$ cat config.mk
export PLATFORM = sky130hd
export DESIGN_NAME = nmea_sentence_capture_unit_flat
export DESIGN_NICKNAME = d
export VERILOG_FILES = /design/src/hdl/ncap_pkg.sv /design/src/hdl/ncap_stream_if.sv /design/src/hdl/nmea_sentence_capture_unit.sv /design/src/hdl/ncap_ram.sv /design/src/hdl/ncap_ctrl.sv /design/src/hdl/ncap_datapath.sv /design/src/flat_wrapper.sv
export SDC_FILE = /design/constraint.sdc
export NUM_CORES = 1
export LEC_CHECK = 0
export ABC_AREA = 0
export BUFFER_PORTS_ARGS = -buffer_cell sky130_fd_sc_hd__buf_2
export CAP_MARGIN = 25
export CORE_AREA = 2 2 39 41
export CTS_CLUSTER_SIZE = 8
export DETAILED_ROUTE_END_ITERATION = 12
export DIE_AREA = 0 0 41 43
export SKIP_CTS_REPAIR_TIMING = 1
export SLEW_MARGIN = 20
export SYNTH_ARGS = -nofsm -noshare
export SYNTH_HDL_FRONTEND = slang
export SYNTH_SLANG_ARGS = --single-unit
$ cat constraint.sdc
create_clock -name clk -period 0.8 [get_ports clk]
set_input_delay 0.04 -clock clk [delete_from_list [all_inputs] [get_ports clk]]
set_output_delay 0.04 -clock clk [all_outputs]
set_load 0.02 [all_outputs]
$ cat src/hdl/ncap_pkg.sv
// Package for the NMEA sentence capture unit: item types, controller state,
// command and status structs, character codes and sentence tags.
// No dependencies; compile this file first.
`default_nettype none

package ncap_pkg;

	// Default line buffer size in bytes; one byte position is never filled.
	localparam int unsigned SENTENCE_BYTES_DEF = 128;

	// Action codes of an input transaction. Code 3 has no meaning and changes nothing.
	localparam logic [1:0] ACT_RX    = 2'd0;
	localparam logic [1:0] ACT_CLEAR = 2'd2;

	// Store selectors.
	localparam logic SEL_GGA = 1'b0;
	localparam logic SEL_GLL = 1'b1;

	// Character codes.
	localparam logic [7:0] CH_DOLLAR = 8'h24;
	localparam logic [7:0] CH_LF     = 8'h0A;
	localparam logic [7:0] CH_CR     = 8'h0D;
	localparam logic [7:0] CH_NUL    = 8'h00;

	// Sentence tags, first character in the top byte.
	localparam int unsigned TAG_LEN = 6;
	localparam logic [8*TAG_LEN-1:0] GGA_TAG = "$GNGGA";
	localparam logic [8*TAG_LEN-1:0] GLL_TAG = "$GNGLL";

	typedef struct packed {
		logic [1:0] action;
		logic [7:0] rx_byte;
		logic       which_sentence;
		logic [6:0] read_index;
	} in_item_t;

	typedef struct packed {
		logic [7:0] read_byte;
		logic [6:0] read_length;
		logic       gga_updated;
		logic       gll_updated;
	} out_item_t;

	typedef enum logic [3:0] {
		ST_IDLE = 4'b0001,
		ST_COPY = 4'b0010,
		ST_READ = 4'b0100,
		ST_DONE = 4'b1000
	} state_t;

	// Controller to datapath.
	typedef struct packed {
		logic take;      // input transaction accepted this cycle
		logic copy;      // line buffer to store copy in progress
		logic load_out;  // capture the result into the output register
	} cmd_t;

	// Datapath to controller.
	typedef struct packed {
		logic copy_start; // the offered item ends a line with a known tag
		logic copy_done;  // last copy cycle
	} sts_t;

endpackage

`default_nettype wire

$ cat src/hdl/ncap_stream_if.sv
// Valid/ready stream interface used for the request and response channels.
// Payload type is a parameter; depends on nothing else.
`default_nettype none

interface ncap_stream_if #(
	parameter type payload_t = logic
) ();
	logic     valid;
	logic     ready;
	payload_t data;

	modport source (output valid, output data, input ready);
	modport sink   (input valid, input data, output ready);
endinterface

`default_nettype wire

$ cat src/hdl/nmea_sentence_capture_unit.sv
// NMEA sentence capture unit, top level. Joins the controller and the datapath.
// Depends on ncap_pkg, ncap_stream_if, ncap_ram, ncap_ctrl and ncap_datapath.
//
// This block watches a stream of received serial bytes and keeps the latest
// $GNGGA and $GNGLL sentences. Each request transaction carries an action:
// a received byte, a read of one stored character, or a clear of an update
// flag. Every request yields exactly one response transaction holding the
// selected stored character (zero at or past the stored length), the stored
// length and both update flags, all as they stand after the request took
// effect. One request is handled at a time. From acceptance to a loaded
// response a request goes through accepting and updating the line state,
// the registered store read and the capture of the result.
// A byte that ends a line carrying a known tag also runs the copy engine,
// which moves one character per cycle from the line buffer RAM into the
// store RAM, a rate set by the single read port of the line buffer.
// A finished response waits in its output register; meanwhile the next request
// is accepted, and its result is captured only once the waiting response has
// been taken or is being taken.
// There is no clearing pass after reset; stores are never read before they
// are written because reads past the stored length return zero.
`default_nettype none

module nmea_sentence_capture_unit #(
	parameter int unsigned SENTENCE_BYTES = ncap_pkg::SENTENCE_BYTES_DEF
) (
	input  logic          clk,
	input  logic          arst_n,
	ncap_stream_if.sink   request,
	ncap_stream_if.source response
);
	import ncap_pkg::*;

	// Command and status between the controller and the datapath.
	cmd_t cmd;
	sts_t sts;

	logic req_ready;
	logic rsp_valid;

	// The controller owns both handshakes and sequences accept, copy, read
	// and result capture.
	ncap_ctrl u_ctrl (
		.clk       (clk),
		.arst_n    (arst_n),
		.req_valid (request.valid),
		.req_ready (req_ready),
		.rsp_valid (rsp_valid),
		.rsp_ready (response.ready),
		.sts       (sts),
		.cmd       (cmd)
	);

	// The datapath holds the line buffer, the two sentence stores, lengths,
	// flags and the response payload register.
	ncap_datapath #(
		.SENTENCE_BYTES (SENTENCE_BYTES)
	) u_datapath (
		.clk    (clk),
		.arst_n (arst_n),
		.item   (request.data),
		.cmd    (cmd),
		.sts    (sts),
		.result (response.data)
	);

	assign request.ready  = req_ready;
	assign response.valid = rsp_valid;
endmodule

`default_nettype wire

$ cat src/hdl/ncap_ram.sv
// Generic simple dual-port RAM: one write port, one read port with registered data.
// No dependencies.
`default_nettype none

module ncap_ram #(
	parameter int unsigned WIDTH = 8,
	parameter int unsigned DEPTH = 128
) (
	input  logic                     clk,
	input  logic                     we,
	input  logic [$clog2(DEPTH)-1:0] waddr,
	input  logic [WIDTH-1:0]         wdata,
	input  logic [$clog2(DEPTH)-1:0] raddr,
	output logic [WIDTH-1:0]         rdata
);
	logic [WIDTH-1:0] mem_q [DEPTH];

	always_ff @(posedge clk) begin
		if (we) begin
			mem_q[waddr] <= wdata;
		end
		rdata <= mem_q[raddr];
	end
endmodule

`default_nettype wire

$ cat src/hdl/ncap_ctrl.sv
// Controller state machine of the NMEA sentence capture unit.
// Depends on ncap_pkg.
`default_nettype none

module ncap_ctrl (
	input  logic         clk,
	input  logic         arst_n,
	input  logic         req_valid,
	output logic         req_ready,
	output logic         rsp_valid,
	input  logic         rsp_ready,
	input  ncap_pkg::sts_t sts,
	output ncap_pkg::cmd_t cmd
);
	import ncap_pkg::*;

	state_t state_q;
	state_t state_next;
	logic   rsp_valid_q;
	logic   rsp_free;

	assign req_ready = (state_q == ST_IDLE);
	assign rsp_valid = rsp_valid_q;
	assign rsp_free  = !rsp_valid_q || rsp_ready;

	assign cmd.take     = req_valid && req_ready;
	assign cmd.copy     = (state_q == ST_COPY);
	assign cmd.load_out = (state_q == ST_DONE) && rsp_free;

	always_comb begin
		state_next = state_q;
		unique case (state_q)
			ST_IDLE: begin
				if (cmd.take) begin
					state_next = sts.copy_start ? ST_COPY : ST_READ;
				end
			end
			ST_COPY: begin
				if (sts.copy_done) begin
					state_next = ST_READ;
				end
			end
			ST_READ: begin
				state_next = ST_DONE;
			end
			ST_DONE: begin
				if (rsp_free) begin
					state_next = ST_IDLE;
				end
			end
			default: begin
				state_next = ST_IDLE;
			end
		endcase
	end

	always_ff @(posedge clk or negedge arst_n) begin
		if (!arst_n) begin
			state_q     <= ST_IDLE;
			rsp_valid_q <= 1'b0;
		end else begin
			state_q <= state_next;
			if (cmd.load_out) begin
				rsp_valid_q <= 1'b1;
			end else if (rsp_ready) begin
				rsp_valid_q <= 1'b0;
			end
		end
	end
endmodule

`default_nettype wire

$ cat src/hdl/ncap_datapath.sv
// Datapath of the NMEA sentence capture unit: line assembly, tag match,
// copy engine, sentence stores, flags and the output register.
// Depends on ncap_pkg and ncap_ram.
`default_nettype none

module ncap_datapath #(
	parameter int unsigned SENTENCE_BYTES = ncap_pkg::SENTENCE_BYTES_DEF
) (
	input  logic               clk,
	input  logic               arst_n,
	input  ncap_pkg::in_item_t item,
	input  ncap_pkg::cmd_t     cmd,
	output ncap_pkg::sts_t     sts,
	output ncap_pkg::out_item_t result
);
	import ncap_pkg::*;

	localparam int unsigned POS_W = $clog2(SENTENCE_BYTES);
	localparam int unsigned CMP_W = (POS_W > 7) ? POS_W : 7;
	localparam logic [POS_W-1:0] LAST_POS = POS_W'(SENTENCE_BYTES - 1);

	// Line assembly state.
	logic             collecting_q;
	logic [POS_W-1:0] pos_q;
	logic [7:0]       prefix_q [TAG_LEN];

	// Stored sentence lengths and update flags.
	logic [POS_W-1:0] gga_len_q;
	logic [POS_W-1:0] gll_len_q;
	logic             gga_flag_q;
	logic             gll_flag_q;

	// Copy engine.
	logic [POS_W-1:0] rd_cnt_q;
	logic [POS_W-1:0] wr_cnt_q;
	logic             rd_vld_q;
	logic             target_q;

	logic       item_sel_q;
	logic [6:0] item_idx_q;
	out_item_t  result_q;

	logic             is_byte;
	logic             is_dollar;
	logic             is_eol;
	logic             has_room;
	logic             hit_gga;
	logic             hit_gll;
	logic             lb_we;
	logic [POS_W-1:0] lb_waddr;
	logic [7:0]       lb_rdata;
	logic             store_we;
	logic [7:0]       gga_rdata;
	logic [7:0]       gll_rdata;
	logic [CMP_W-1:0] idx_ext;
	logic [CMP_W-1:0] len_ext;
	logic [7:0]       sel_rdata;

	assign is_byte   = cmd.take && (item.action == ACT_RX);
	assign is_dollar = (item.rx_byte == CH_DOLLAR);
	assign is_eol    = (item.rx_byte == CH_LF) || (item.rx_byte == CH_CR);
	assign has_room  = (pos_q < LAST_POS);

	always_comb begin
		hit_gga = (pos_q >= POS_W'(TAG_LEN));
		hit_gll = (pos_q >= POS_W'(TAG_LEN));
		for (int i = 0; i < TAG_LEN; i++) begin
			hit_gga &= (prefix_q[i] == GGA_TAG[8*(TAG_LEN-1-i) +: 8]);
			hit_gll &= (prefix_q[i] == GLL_TAG[8*(TAG_LEN-1-i) +: 8]);
		end
	end

	// Only a received byte can end a line; reads and clears never start a copy.
	assign sts.copy_start = (item.action == ACT_RX) && collecting_q && !is_dollar && is_eol &&
		(hit_gga || hit_gll);
	assign sts.copy_done  = cmd.copy && rd_vld_q && ((wr_cnt_q == pos_q) || (lb_rdata == CH_NUL));

	// A dollar always lands at position zero; other bytes append while there is room.
	assign lb_we    = is_byte && (is_dollar || (collecting_q && !is_eol && has_room));
	assign lb_waddr = is_dollar ? '0 : pos_q;
	assign store_we = cmd.copy && rd_vld_q && !sts.copy_done;

	ncap_ram #(.WIDTH(8), .DEPTH(SENTENCE_BYTES)) u_line_ram (
		.clk   (clk),
		.we    (lb_we),
		.waddr (lb_waddr),
		.wdata (item.rx_byte),
		.raddr (rd_cnt_q),
		.rdata (lb_rdata)
	);

	assign idx_ext = CMP_W'(item_idx_q);
	assign len_ext = (item_sel_q == SEL_GGA) ? CMP_W'(gga_len_q) : CMP_W'(gll_len_q);

	ncap_ram #(.WIDTH(8), .DEPTH(SENTENCE_BYTES)) u_gga_ram (
		.clk   (clk),
		.we    (store_we && (target_q == SEL_GGA)),
		.waddr (wr_cnt_q),
		.wdata (lb_rdata),
		.raddr (idx_ext[POS_W-1:0]),
		.rdata (gga_rdata)
	);

	ncap_ram #(.WIDTH(8), .DEPTH(SENTENCE_BYTES)) u_gll_ram (
		.clk   (clk),
		.we    (store_we && (target_q == SEL_GLL)),
		.waddr (wr_cnt_q),
		.wdata (lb_rdata),
		.raddr (idx_ext[POS_W-1:0]),
		.rdata (gll_rdata)
	);

	assign sel_rdata = (item_sel_q == SEL_GGA) ? gga_rdata : gll_rdata;

	// Control state.
	always_ff @(posedge clk or negedge arst_n) begin
		if (!arst_n) begin
			collecting_q <= 1'b0;
			pos_q        <= '0;
			gga_len_q    <= '0;
			gll_len_q    <= '0;
			gga_flag_q   <= 1'b0;
			gll_flag_q   <= 1'b0;
			rd_vld_q     <= 1'b0;
		end else begin
			if (is_byte) begin
				if (is_dollar) begin
					collecting_q <= 1'b1;
					pos_q        <= POS_W'(1);
				end else if (collecting_q) begin
					if (is_eol) begin
						collecting_q <= 1'b0;
					end else if (has_room) begin
						pos_q <= pos_q + POS_W'(1);
					end else begin
						collecting_q <= 1'b0;
					end
				end
			end
			if (cmd.take && (item.action == ACT_CLEAR)) begin
				if (item.which_sentence == SEL_GGA) begin
					gga_flag_q <= 1'b0;
				end else begin
					gll_flag_q <= 1'b0;
				end
			end
			if (cmd.take) begin
				rd_vld_q <= 1'b0;
			end else if (cmd.copy) begin
				rd_vld_q <= 1'b1;
			end
			if (sts.copy_done) begin
				if (target_q == SEL_GGA) begin
					gga_len_q  <= wr_cnt_q;
					gga_flag_q <= 1'b1;
				end else begin
					gll_len_q  <= wr_cnt_q;
					gll_flag_q <= 1'b1;
				end
			end
		end
	end

	// Payload registers.
	always_ff @(posedge clk) begin
		if (lb_we) begin
			for (int i = 0; i < TAG_LEN; i++) begin
				if (lb_waddr == POS_W'(i)) begin
					prefix_q[i] <= item.rx_byte;
				end
			end
		end
		if (cmd.take) begin
			item_sel_q <= item.which_sentence;
			item_idx_q <= item.read_index;
			target_q   <= hit_gga ? SEL_GGA : SEL_GLL;
			rd_cnt_q   <= '0;
			wr_cnt_q   <= '0;
		end else if (cmd.copy) begin
			rd_cnt_q <= rd_cnt_q + POS_W'(1);
			if (store_we) begin
				wr_cnt_q <= wr_cnt_q + POS_W'(1);
			end
		end
		if (cmd.load_out) begin
			result_q.read_byte   <= (idx_ext < len_ext) ? sel_rdata : CH_NUL;
			result_q.read_length <= len_ext[6:0];
			result_q.gga_updated <= gga_flag_q;
			result_q.gll_updated <= gll_flag_q;
		end
	end

	assign result = result_q;
endmodule

`default_nettype wire
$ cat src/flat_wrapper.sv
// flat-port wrapper written by rule: the top's interface ports become plain ports
module nmea_sentence_capture_unit_flat import ncap_pkg::*;
#(
	parameter int unsigned SENTENCE_BYTES = ncap_pkg::SENTENCE_BYTES_DEF
)
  (clk, arst_n, request_valid, request_data, request_ready, response_valid, response_data, response_ready);
  ncap_stream_if request_i ();
  ncap_stream_if response_i ();
  input  logic clk;
  input  logic arst_n;
  input wire logic [$bits(request_i.valid)-1:0] request_valid;
  input wire logic [$bits(request_i.data)-1:0] request_data;
  output wire logic [$bits(request_i.ready)-1:0] request_ready;
  output wire logic [$bits(response_i.valid)-1:0] response_valid;
  output wire logic [$bits(response_i.data)-1:0] response_data;
  input wire logic [$bits(response_i.ready)-1:0] response_ready;
  assign request_i.valid = request_valid;
  assign request_i.data = request_data;
  assign request_ready = request_i.ready;
  assign response_valid = response_i.valid;
  assign response_data = response_i.data;
  assign response_i.ready = response_ready;
  nmea_sentence_capture_unit #(.SENTENCE_BYTES(SENTENCE_BYTES)) u_core (.clk(clk), .arst_n(arst_n), .request(request_i), .response(response_i));
endmodule
# After elaboration in Yosys (flattened, before gate mapping)
# Cells that the tools add are included.
# word_totals
register_bits	32
output_inout_bits	3
word_cells	61
# op_classes
addsub	2
order_cmp	2
n_eq_ne	14
n_mux	11
bitwise_logic	6
n_reduce_logical	16
# op_table
operator	count
$eq 8x7->1 const AB	5
$pmux 4 s4	1
$add 7x1->7 const B	2
$mux 4	3
$eq 8x6->1 const AB	1
$logic_not 8->1	1
$eq 7x7->1	1
$ge 7x3->1 const B	1
$lt 7x7->1 const B	1
$mux 1	7
$and 1x1->1	6
$reduce_and 3->1	2
$logic_and 1x1->1	5
$eq 4x1->1 const B	1
$eq 4x2->1 const B	1
$eq 4x3->1 const B	1
$eq 4x4->1 const B	1
$ne 2x2->1 const B	2
$reduce_and 2->1	2
$reduce_bool 2->1	2
$logic_not 1->1	2
$logic_or 1x1->1	2
$ne 2x1->1 const B	1

# Depth between registers and ports, before layout
# logic_depth
ltp_word	8
ltp_mapped	2

# By module
# From an unflattened synthesis, not the netlist that was laid out.
# unflattened
hier_cells	5280
hier_area_um2	124018.9
# by_module_without_submodules
module	instances	cells_per_inst	area_per_inst_um2
ncap_ram	3	1635	39665.5
ncap_datapath	1	349	4759.6
ncap_ctrl	1	25	259.0
nmea_sentence_capture_unit	1	1	3.8

# Worst setup path before layout
# Ideal clock, no wire load.
# synth_timing
path_kind	register to output
startpoint	register u_core.u_ctrl.state_q[0]
endpoint	output port request_ready
arrival_time_ns	1.082
required_time_ns	0.760
slack_ns	-0.322
path_stages_with_launch	3
path_cell_list	dfstp_2 -> inv_1 -> nor3_1
# synth_via
elab_chain_cells	1
# synth_rtl
item	line	rtl
from (decl)	ncap_ctrl.sv:17	state_t state_q;
from (signal assigned)	ncap_ctrl.sv:62	state_q <= state_next;
$eq 4x1->1	ncap_ctrl.sv:22	assign req_ready = (state_q == ST_IDLE);
to (decl)	flat_wrapper.sv:13	output wire logic [$bits(request_i.ready)-1:0] request_ready;
# No other way between the ends.

# Worst setup path after layout
# layout_timing
startpoint	register u_core.u_ctrl.state_q[2]
endpoint	output port request_ready
# Same word-level chain as after synthesis.

==> metrics.md <==
| Metric | Value |
|---|---|
| Max_cap viols | `0` |
| Die Span Y | `43 um` |
| P_leak | `0.1792 nW` |
| Seq cells post-synth | `4` |
| WS Path Type | `register to primary output` |
| DRT Pass-1 Iters | `2` |
| Iter 0 DRT Violations | `2` |
| Top-area cell type share of the netlist area | `37.74%` |
| DRC | `0` |
| Gr usage total | `6.237%` |
| Crit-path slowest cell | `dfrtp_1` |
| Final hold violations | `0` |
| Num ports | `8` |
| Outcome | `complete, but fails checks` |
| Vias per cell | `3.760` |
| Synth area leader | `dfrtp_1` |
| Initial antenna violation count | `0` |
| Clock slew seen by the registers of the worst setup and hold paths | `0.04 ns` |
| Most frequent cell on the critical path | `buf_6` |
| Yosys warns | `0` |
| TritonCTS Buffers | `3` |
| VDD IR-drop max | `0.7630 mV` |
| CTS Sinks | `4` |
| Starting density of the core | `14.38%` |
| Final Power | `1.302 mW` |
| Drt wl/cell | `10.00 um` |
| Bufs on Longest Clock Path | `2` |
| Clock root buffer | `clkbuf_4` |
| First-pass GRT wire length | `683 um` |
| # H-tree levels | `1` |
| Synth top area cells | `dfrtp_1 (38%), dfstp_2 (13%), a211oi_2 (6.3%)` |
| GRT overflow | `0` |
| Area Overhead vs Synth | `83.02%` |
| Die area | `0.001763 mm^2` |
| Core ar. | `0.001384 mm^2` |
| Seq/Total Area, Yosys | `50.94%` |
| Met1 Usage GRT | `8.414%` |
| Die Width | `41 um` |
| CP Cell Sequence | `buf_6, nor3_4, buf_6` |
| P per Cell Area | `3575 mW/mm^2` |
| RSZ-0062 raised after global routing | `yes` |
| N_diodes | `0` |
| Slowest Stage Delay on Critical Path | `0.41 ns` |
| CTS tree | `done` |
| GR Util met2 | `6.563%` |
| Dpl cell area | `271.5 um^2` |
| Synth Cell Area | `198.9 um^2` |
| Routed Antenna Nets | `0` |
| Routability cong. | `0.6184` |
| CP required | `0.76 ns` |
| Layout fillers | `159` |
| Largest net degree at the start of global routing | `7` |
| GR peak layer | `met1` |
| Final worst path period share | `141.0%` |
| Routed wire length | `500 um` |
| Crit start category | `register` |
| Worst setup path start | `u_core.u_ctrl.state_q[2]` |
| Post-route setup slack | `-0.3283 ns` |
| Vias in the first global route | `159` |
| DP Worst Slack | `-0.1954 ns` |
| M3 GR Usage | `3.141%` |
| Crit path time final | `1.128 ns` |
| Tightest Hold Check Type | `input port to register` |
| Mean Syn Cell Area | `11.70 um^2` |
| Final setup violation count | `6` |
| Number of library cell types mapped by synthesis | `14` |
| Mapped Cells | `17` |
| Port bufs | `5` |
| CP max FO | `5` |
| Final Instance Area | `364.1 um^2` |
| Proportion of layout cells with a drive suffix above 1 | `67.65%` |
| Hold_sp | `response_ready` |
| Mapped Nets | `22` |
| Commonest non-fill, non-tap cell in the layout | `buf_4` |
| F_max | `886.3 MHz` |
| Commonest non-fill, non-tap cells in the layout | `buf_4 (7), clkbuf_4 (3), buf_2 (3), buf_6 (3), dfrtp_1 (2)` |
| Final slew viol count | `0` |
| Failing checks | `negative setup slack` |
| # nets final | `40` |
| Layout Skew | `0.008989 ns` |
| FP Rows | `14` |
| Crit path DAT | `1.09 ns` |
| Crit end category | `primary output` |
| Worst r2r src | `u_core.u_ctrl.state_q[2]` |
| Vias | `188` |
| Insertion delay to the later sink of the worst-skew pair | `0.24 ns` |
synth_stat cells:
cell type,count
dfstp_2,1
conb_1,1
o21a_1,1
nor3_1,1
nor2_1,1
and2b_2,1
a22o_1,1
and4bb_1,1
a211oi_2,1
dfrtp_1,3
inv_1,2
nor3b_1,1
buf_4,1
and4bb_2,1
sequential cells by signal (all words and copies together) (netlist names):
name                     cells
u_core.u_ctrl.rsp_valid      1
u_core.u_ctrl.state_q        3
worst max-delay path: cells and delay by family, from the launching register on:
| kind | cells | cell delay [ns] |
|---|---|---|
| flops | 1 | 0.41 |
| buf+inv | 2 | 0.28 |
| simple gates | 1 | 0.17 |
stage by stage:
| stage | cells | TNS [ns] | hold slack [ns] | utilization, % |
|---|---|---|---|---|
| 6_report | 50 | -1.120 | 0.1045 | 26.31 |
| 5_1_grt | 50 | -1.347 | 0.1218 | 26.31 |
| 4_1_cts | 44 | -1.018 | -0.4022 | 21.52 |
| 3_5_place_dp | 40 | -0.6930 | -0.1464 | 19.62 |
| 3_3_place_gp | 40 | -0.6417 | -0.1484 | 19.62 |
| 2_1_floorplan | 17 | -0.4053 | -0.2556 | - |
where the power goes:
part | switching (mW) | total [mW] | internal [mW]
Clock | 0.0858 | 0.273 | 0.187
Sequential | 0.0824 | 0.371 | 0.289
Combinational | 0.251 | 0.658 | 0.406
kinds of logic (layout without fill, tap and decap cells):
logic type,Yosys count,after routing,synth area share (%)
AOI/OAI and AO/OA,3,3,14.47
buffers and inverters,3,20,7.550
DFF,4,4,50.94
other,1,1,1.885
and+or+nand+nor,6,6,25.15
per-layer routing:
layer / up-vias / share of wire, %
li1: 91 / -
met1: 88 / 44
met2: 7 / 45
met3: 2 / 8.8
met4: 0 / 1.2
met5: - / 0
layout make-up:
type                    count  area (um^2)  area share, %
multi-input cells          10        93.84          25.77
repair buffers             14        111.4          30.58
clock buffers               4        26.28          7.216
inverters                   2        10.01          2.749
well taps                  16        20.02          5.498
flip-flops and latches      4        102.6          28.18
path summary, 6_finish.rpt:
path	end	cells after the start	slack, ns
setup / recovery	request_ready	3	-0.33
hold / removal	u_core.u_ctrl.rsp_valid	3	0.10
setup reg to reg	u_core.u_ctrl.state_q[3]	3	-0.22
hold reg to reg	u_core.u_ctrl.rsp_valid	1	0.55
max in group asynchronous	u_core.u_ctrl.state_q[0]	2	0.44
min in group asynchronous	u_core.u_ctrl.state_q[3]	2	0.14
No activity file was read; power rests on OpenSTA's default activity.
